`config.mk`:
```
export PLATFORM = sky130hd
export DESIGN_NAME = config_table_brace_matcher_unit
export DESIGN_NICKNAME = d
export VERILOG_FILES = /design/src/hw/rtl/cfgbm_pkg.sv /design/src/hw/rtl/cfgbm_step.sv /design/src/hw/rtl/config_table_brace_matcher_unit.sv
export SDC_FILE = /design/constraint.sdc
export NUM_CORES = 1
export LEC_CHECK = 0
export BUFFER_PORTS_ARGS = -buffer_cell sky130_fd_sc_hd__buf_2
export CAP_MARGIN = 20
export CORE_MARGIN = 10
export CORE_UTILIZATION = 45
export CTS_CLUSTER_SIZE = 25
export DETAILED_ROUTE_END_ITERATION = 8
export GPL_ROUTABILITY_DRIVEN = 0
export GPL_TIMING_DRIVEN = 0
export PLACE_DENSITY = 0.63
export SYNTH_ARGS = -nofsm -noshare
export SYNTH_HDL_FRONTEND = slang
export SYNTH_SLANG_ARGS = --single-unit
```
`constraint.sdc`:
```
create_clock -name clk_i -period 4.3 [get_ports clk_i]
set_input_delay 0.645 -clock clk_i [delete_from_list [all_inputs] [get_ports clk_i]]
set_output_delay 0.645 -clock clk_i [all_outputs]
set_load 0.05 [all_outputs]
```
`src/hw/rtl/cfgbm_pkg.sv`:
```
package cfgbm_pkg;

  // Characters the scanner reacts to
  localparam logic [7:0] ChOpenBrace  = 8'h7B;
  localparam logic [7:0] ChCloseBrace = 8'h7D;
  localparam logic [7:0] ChQuote      = 8'h22;
  localparam logic [7:0] ChDash       = 8'h2D;
  localparam logic [7:0] ChLBracket   = 8'h5B;
  localparam logic [7:0] ChRBracket   = 8'h5D;
  localparam logic [7:0] ChBackslash  = 8'h5C;
  localparam logic [7:0] ChNewline    = 8'h0A;

  localparam int unsigned OutPosBits = 16;

  typedef enum logic [2:0] {
    ModeNormal = 3'd0,
    ModeString = 3'd1,
    ModeSkip   = 3'd2,
    ModeLine   = 3'd3,
    ModeBlock  = 3'd4,
    ModeOpen   = 3'd5
  } scan_mode_e;

  // Lexer flags carried from one byte to the next
  typedef struct packed {
    scan_mode_e mode;
    logic       pend_dash;
    logic       open_br;
    logic       pend_close;
    logic       done;
  } cfgbm_flags_t;

  // One result transaction
  typedef struct packed {
    logic                  valid;
    logic                  found;
    logic [OutPosBits-1:0] position;
  } cfgbm_res_t;

  localparam cfgbm_flags_t FlagsReset = '{
    mode:       ModeNormal,
    pend_dash:  1'b0,
    open_br:    1'b0,
    pend_close: 1'b0,
    done:       1'b1
  };

endpackage

```
`src/hw/rtl/cfgbm_step.sv`:
```
module cfgbm_step
  import cfgbm_pkg::*;
#(
  parameter int unsigned POS_BITS   = 16,
  parameter int unsigned DEPTH_BITS = 16
) (
  input  cfgbm_flags_t                  flags_i,
  input  logic [POS_BITS-1:0]           pos_i,
  input  logic signed [DEPTH_BITS-1:0]  depth_i,
  input  logic [7:0]                    ch_i,
  input  logic                          first_i,
  input  logic                          last_i,
  input  logic [15:0]                   start_i,
  output cfgbm_flags_t                  flags_o,
  output logic [POS_BITS-1:0]           pos_o,
  output logic signed [DEPTH_BITS-1:0]  depth_o,
  output cfgbm_res_t                    res_o
);

  localparam logic signed [DEPTH_BITS-1:0] DepthMax = {1'b0, {(DEPTH_BITS-1){1'b1}}};
  localparam logic signed [DEPTH_BITS-1:0] DepthMin = {1'b1, {(DEPTH_BITS-1){1'b0}}};
  localparam logic signed [DEPTH_BITS-1:0] DepthOne = DEPTH_BITS'(1);

  cfgbm_flags_t                 fl;
  logic [POS_BITS-1:0]          pos;
  logic signed [DEPTH_BITS-1:0] depth;
  logic                         active;
  logic                         match;

  always_comb begin
    // Start from cleared state on first, else from the carried state
    if (first_i) begin
      fl       = '{mode: ModeNormal, pend_dash: 1'b0, open_br: 1'b0,
                   pend_close: 1'b0, done: 1'b0};
      pos      = POS_BITS'(start_i);
      depth    = '0;
    end else begin
      fl       = flags_i;
      pos      = pos_i;
      depth    = depth_i;
    end
    active  = first_i || !flags_i.done;
    match   = 1'b0;
    flags_o = fl;
    depth_o = depth;
    pos_o   = pos + POS_BITS'(1);
    res_o   = '0;

    case (fl.mode)
      ModeSkip: begin
        flags_o.mode = ModeNormal;
      end
      ModeLine: begin
        if (ch_i == ChNewline) flags_o.mode = ModeNormal;
      end
      ModeBlock: begin
        if (ch_i == ChRBracket) begin
          flags_o.pend_close = !fl.pend_close;
          if (fl.pend_close) flags_o.mode = ModeNormal;
        end else begin
          flags_o.pend_close = 1'b0;
        end
      end
      ModeString: begin
        if (ch_i == ChQuote) flags_o.mode = ModeNormal;
      end
      ModeOpen: begin
        if (ch_i == ChLBracket) begin
          if (fl.open_br) begin
            flags_o.open_br    = 1'b0;
            flags_o.pend_close = 1'b0;
            flags_o.mode       = ModeBlock;
          end else begin
            flags_o.open_br = 1'b1;
          end
        end else begin
          flags_o.open_br = 1'b0;
          flags_o.mode    = (ch_i == ChNewline) ? ModeNormal : ModeLine;
        end
      end
      default: begin
        // Normal mode, and any unused code behaves as normal
        flags_o.pend_dash = 1'b0;
        flags_o.mode      = ModeNormal;
        if (fl.pend_dash && ch_i == ChDash) begin
          flags_o.open_br = 1'b0;
          flags_o.mode    = ModeOpen;
        end else if (ch_i == ChBackslash) begin
          flags_o.mode = ModeSkip;
        end else if (ch_i == ChQuote) begin
          flags_o.mode = ModeString;
        end else if (ch_i == ChDash) begin
          flags_o.pend_dash = 1'b1;
        end else if (ch_i == ChOpenBrace) begin
          if (depth != DepthMax) depth_o = depth + DepthOne;
        end else if (ch_i == ChCloseBrace) begin
          if (depth != DepthMin) begin
            depth_o = depth - DepthOne;
            match   = (depth == DepthOne);
          end
        end
      end
    endcase

    if (match) begin
      flags_o.done   = 1'b1;
      res_o.valid    = 1'b1;
      res_o.found    = 1'b1;
      res_o.position = OutPosBits'(pos);
    end else if (last_i) begin
      flags_o.done = 1'b1;
      res_o.valid  = 1'b1;
    end

    // Idle byte: leave all state as it was
    if (!active) begin
      flags_o = flags_i;
      pos_o   = pos_i;
      depth_o = depth_i;
      res_o   = '0;
    end
  end

endmodule

```
`src/hw/rtl/config_table_brace_matcher_unit.sv`:
```
// Closing-brace matcher for configuration script text.
//
// Input stream (s_axis_*): one text byte per transaction. tdata carries the
// byte and the start offset, tuser marks the first byte of a scan (clears the
// scan state and loads the offset), tlast marks the final byte of the text.
// Output stream (m_axis_*): at most one transaction per scan. tuser = 1 gives
// the absolute position of the closing brace that returns the depth to zero;
// tuser = 0 with tdata = 0 reports end of text without a match.
// Bytes arriving after a scan has finished, before the next first byte, are
// consumed and dropped.
//
// Pipeline: a byte is held in the input register; its result is loaded
// into the output register on the edge at which that byte advances.
// Throughput: one byte per clock while the result slot is free or draining,
// set by the combinational lexer step from input to state/result registers.
// Reset clears both stream registers and leaves the scanner idle until a
// first byte. When the receiver stalls with a result held, the input
// register holds its byte and s_axis_tready falls once it is full.
module config_table_brace_matcher_unit
  import cfgbm_pkg::*;
#(
  parameter int unsigned POS_BITS   = 16,
  parameter int unsigned DEPTH_BITS = 16
) (
  input  logic        clk_i,
  input  logic        rst_ni,
  input  logic        s_axis_tvalid,
  output logic        s_axis_tready,
  input  logic [23:0] s_axis_tdata,   // [7:0] ch, [23:8] start_offset
  input  logic        s_axis_tuser,   // [0] first
  input  logic        s_axis_tlast,   // last byte of the text
  output logic        m_axis_tvalid,
  input  logic        m_axis_tready,
  output logic [15:0] m_axis_tdata,   // [15:0] position
  output logic        m_axis_tuser    // [0] found
);

  // Input register
  logic        in_valid_q, in_valid_d;
  logic [7:0]  ch_q;
  logic [15:0] start_q;
  logic        first_q, last_q;

  // Scan state
  cfgbm_flags_t                 flags_q, flags_d;
  logic [POS_BITS-1:0]          pos_q, pos_d;
  logic signed [DEPTH_BITS-1:0] depth_q, depth_d;

  // Result register
  logic        out_valid_q, out_valid_d;
  logic        found_q;
  logic [15:0] position_q;

  cfgbm_res_t res;
  logic       advance;
  logic       in_xact;

  // Advance the held byte when the result slot is free or draining
  assign advance       = in_valid_q && (!out_valid_q || m_axis_tready);
  assign s_axis_tready = !in_valid_q || advance;
  assign in_xact       = s_axis_tvalid && s_axis_tready;

  cfgbm_step #(
    .POS_BITS  (POS_BITS),
    .DEPTH_BITS(DEPTH_BITS)
  ) u_step (
    .flags_i (flags_q),
    .pos_i   (pos_q),
    .depth_i (depth_q),
    .ch_i    (ch_q),
    .first_i (first_q),
    .last_i  (last_q),
    .start_i (start_q),
    .flags_o (flags_d),
    .pos_o   (pos_d),
    .depth_o (depth_d),
    .res_o   (res)
  );

  always_comb begin
    in_valid_d = in_valid_q;
    if (in_xact) begin
      in_valid_d = 1'b1;
    end else if (advance) begin
      in_valid_d = 1'b0;
    end

    out_valid_d = out_valid_q;
    if (advance && res.valid) begin
      out_valid_d = 1'b1;
    end else if (m_axis_tready) begin
      out_valid_d = 1'b0;
    end
  end

  // Control state and scan state
  always_ff @(posedge clk_i or negedge rst_ni) begin
    if (!rst_ni) begin
      in_valid_q  <= 1'b0;
      out_valid_q <= 1'b0;
      flags_q     <= FlagsReset;
      pos_q       <= '0;
      depth_q     <= '0;
    end else begin
      in_valid_q  <= in_valid_d;
      out_valid_q <= out_valid_d;
      if (advance) begin
        flags_q <= flags_d;
        pos_q   <= pos_d;
        depth_q <= depth_d;
      end
    end
  end

  // Payload registers, no reset needed
  always_ff @(posedge clk_i) begin
    if (in_xact) begin
      ch_q    <= s_axis_tdata[7:0];
      start_q <= s_axis_tdata[23:8];
      first_q <= s_axis_tuser;
      last_q  <= s_axis_tlast;
    end
    if (advance && res.valid) begin
      found_q    <= res.found;
      position_q <= res.position;
    end
  end

  assign m_axis_tvalid = out_valid_q;
  assign m_axis_tdata  = position_q;
  assign m_axis_tuser  = found_q;

  // A not-found result always carries a zero position
  a_notfound_zero: assert property (@(posedge clk_i) disable iff (!rst_ni)
    (m_axis_tvalid && !m_axis_tuser) |-> (m_axis_tdata == 16'd0))
    else $error("not-found result with nonzero position");

  // Any issued result finishes the scan
  a_result_ends_scan: assert property (@(posedge clk_i) disable iff (!rst_ni)
    (advance && res.valid) |=> flags_q.done)
    else $error("scan still open after result");

  // A finished scan leaves depth untouched until the next first byte
  a_idle_depth: assert property (@(posedge clk_i) disable iff (!rst_ni)
    (flags_q.done && !(advance && first_q)) |=> $stable(depth_q))
    else $error("depth changed while idle");

endmodule
```
==> summary.txt <==
CTS
  • CTS tree: built
  • Worst skew pair latency: between 0.3 and 0.4 ns
  • CTS sink count: between 80 and 90
  • Worst-path clk slew: 0.09 ns
  • Clock Path Buffers: 2
  • Root Buffer: clkbuf_8
  • TritonCTS Buffers: 9
  • H-tree depth: 3

STA
  • Skew final: 0.0166 ns
  • Fin. Hold Viols: 0
  • Slew margin rel.: between 30 and 40%
  • Fmax: ~270 MHz
  • Worst-margin pin slew: 0.894 ns
  • Final period util: between 80% and 90%
  • Final min period: between 3 and 4 ns
  • Final setup TNS: 0 ns
  • Unrepaired setup endpoints after global routing: false
  • # setup viols final: 0
  • Max-slew violations: 0

Drt
  • Metal3 WL: approximately 950 um
  • M1 WL: between 5 and 6 mm
  • Post-DR wirelength/cell: approximately 18 um
  • Antenna viol nets, final: 0
  • Vias per cell: 5.77
  • Met2 Wirelength: between 5 and 6 mm
  • DR iter-0 viols: 453
  • DR top layer: met4
  • DR DRC count: 0
  • TritonRoute pass-1 iters: 5
  • WL final: 12.5 mm
  • Vias: around 4000

Setup path
  • Worst reg2reg endpoint: pos_q[14]$_DFFE_PN0P_
  • CP peak stage delay: just under 0.5 ns
  • Required time worst endpoint: ~4.6 ns
  • Slowest-stage cell, CP: clkbuf_1
  • Crit path arrival time: ~4.0 ns
  • Cells along the critical path: buf_4 -> buf_4 -> buf_2 -> clkbuf_1 -> mux2_2 -> ha_1 -> inv_1 -> a211o_1 -> nor3_1 -> nand2_1 -> xnor2_1 -> a221o_1
  • CP endpoint: pos_q[14]$_DFFE_PN0P_
  • CP bufs+invs: 5
  • FF-to-FF setup slack: roughly 0.54 ns
  • Most frequent CP cell: buf_4
  • R2R cell count: 12
  • Largest delay share family, worst path: buffers and inverters
  • Reg2reg start: first_q$_DFFE_PP_
  • CP Max Fanout: 19
  • Crit end category: register
  • Startpoint types: register
  • Worst Setup SP: first_q$_DFFE_PP_
  • Critical setup path kind: register to register
  • Critical Path Stages: 12

Final layout
  • Post-Layout Cell Count: approximately 690
  • Layout area overhead: 15.1%
  • Ant. Diodes: 0
  • Layout cells sized above 1: between 10% and 20%
  • Util after Layout: ~53%
  • Layout Nets: just under 600
  • Design area: 0.00549 mm^2

Global route
  • First-pass GRT wire length: 20.0 mm
  • Vias in the first global route: approximately 3900
  • GRT Total Usage: 16.9%
  • Global route overflow: 0
  • Initial antenna violation count: 0
  • Largest net degree at the start of global routing: 42

Floorplan
  • Row count: 37
  • Core Region: just over 0.01 mm^2
  • Die Wd: approximately 120 um
  • DIE AREA: between 0.015 and 0.02 mm^2
  • I/O pin cnt: 49
  • Starting Density: 46.2%
  • Die H: 123 um

Placement
  • Placement Cell Area: around 0.0052 mm^2
  • DP HPWL: 8.69 mm
  • Cells after DPL: 674
  • Port bufs: 48

Synthesis
  • Largest family of logic cells by synthesized area: simple AND/OR/NAND/NOR gates
  • Synth Area in Compound Gates: 16.2%
  • Sequential cell area fraction in the yosys report: about 49%
  • Cell Area, Synth: ~0.0048 mm^2
  • Gate Count Post-Synth: roughly 490
  • Syn_area_per_cell: 9.78 um^2
  • Async SR Flop Fraction: around half
  • #FFs+latches synth: between 80 and 90
  • Post-synthesis cell type count: 71
  • Post-synthesis xor/xnor area fraction: 4.77%
  • Syn_nets: 520
  • Synth warnings: 0
  • Commonest register cell after synthesis: edfxtp_1
  • Number of enable flip-flop cells after synthesis: 43
  • Adder-Cell Fraction of Synth Area: less than 1%
  • Mux cell area share after synthesis: under 10%
  • Simple-gate share of the synthesized area: between 20% and 30%

Pwr
  • Pwr/cell area: ~430 mW/mm^2
  • Max IR drop VDD: approximately 0.29 mV
  • Leakage: 2.09 nW

Worst hold path
  • Hold/Removal Path Class: input pin to async pin

Run status
  • Status: completed

Run
  • Max_cap viols: 0
## cell type report
class	instances	area, um^2
plain buffers	20	98.8
clock buffers	11	141
clock inverters	5	98.8
fillers	951	4830
inverters	11	41.3
multi-input cells	372	2310
flip-flops and latches	84	2320
well taps	136	170
repair buffers	52	308
## routing by layer
metal,vias to the layer above,GRT usage (%)
met4,0,6.41
met2,141,26.7
met3,12,4.51
met5,-,0
li1,1915,-
met1,1916,21.8
## cell usage after synthesis, types with 4 or more instances
cell	count	area share [%]
nand2b_1	7	0.92
a21boi_0	4	0.63
nor2b_1	10	1.3
nand4_1	4	0.52
dfrtp_1	40	21
xnor2_1	13	2.4
and2_1	5	0.66
and3_1	6	0.79
inv_1	10	0.79
o22a_1	5	0.92
nor3_1	14	1.5
nand2_1	61	4.8
a21oi_1	31	3.3
xor2_1	13	2.4
nand3_1	18	1.9
nand3b_1	5	0.79
o21ai_0	28	2.9
nor2_1	44	3.5
mux2i_1	14	2.9
clkbuf_1	14	1.1
edfxtp_1	43	27
or3_1	9	1.2
## registers in the layout (all words and copies together), names as in the netlist
signal and count:
m_axis_tdata 16, start_q 16, m_axis_tvalid 1, pos_q 16
m_axis_tuser 1, in_valid_q 1, depth_q 16, flags_q 7
last_q 1, first_q 1, ch_q 8
## timing repair
| action | CTS | global route |
|---|---|---|
| setup endpoints to repair | 0 | 2 |
| hold buffers | 0 | 0 |
| gates resized for setup | 0 | 0 |
| buffers inserted | 0 | 0 |
## report_power, final
part	total (W)	switching, W	internal [W]
registers	0.00108	0.000116	0.000969
logic	0.000556	0.000343	0.000214
clock network	0.000696	0.000297	0.000399
## kinds of logic (layout without fill, tap and decap cells)
| logic type | count (synthesis) | count (layout) |
|---|---|---|
| AOI/OAI and AO/OA | 114 | 114 |
| xor gates and xnor gates | 26 | 26 |
| adders and majority gates | 2 | 2 |
| buffers and inverters | 32 | 99 |
| DFF | 84 | 84 |
| muxes | 17 | 17 |
| and+or+nand+nor | 213 | 213 |
## metrics by stage
step	setup slack [ns]	total power (W)	hold slack [ns]
finish	0.542	0.00234	0.153
floorplan	1.01	0.00148	0.349
CTS	0.0985	0.00234	0.415
detailed placement	0.121	0.00165	0.462
global placement	0.128	0.00162	0.465
global route	0.139	0.00246	0.165
## worst min-delay path by stage
stage | endpoint | slack [ns] | depth (start not counted)
floorplan | depth_q[0]$_DFFE_PN0P_ | 0.35 | 0
global placement | pos_q[1]$_DFFE_PN0P_ | 0.46 | 2
detailed placement | pos_q[1]$_DFFE_PN0P_ | 0.46 | 2
CTS | first_q$_DFFE_PP_ | 0.42 | 1
global route | depth_q[13]$_DFFE_PN0P_ | 0.17 | 1
finish | depth_q[13]$_DFFE_PN0P_ | 0.15 | 1
## worst register-to-register path, cell delays in order (launching register included)
cell,delay (ns)
edfxtp_1,0.33
buf_4,0.18
buf_4,0.20
buf_2,0.40
clkbuf_1,0.49
mux2_2,0.29
ha_1,0.23
inv_1,0.10
a211o_1,0.36
nor3_1,0.42
nand2_1,0.18
xnor2_1,0.16
a221o_1,0.32
## cells in the final DEF (no fill, tap or decap), drive strengths merged, types with 4 or more instances in the layout
master  Yosys  final
inv        10     10
nand3b      5      5
o22a        5      5
nor2       44     44
dfrtp      40     40
xor2       13     13
and3        6      6
clkbuf     14     25
nand2b      8      8
or3         9      9
o21ai      29     29
nand4       4      4
buf         7     58
a21boi      4      4
nor3       14     14
nand2      61     61
xnor2      13     13
and2        5      5
mux2i      14     14
nor2b      10     10
a21oi      31     31
edfxtp     43     43
nand3      18     18
Note: power is estimated with default switching activity, not from simulation.
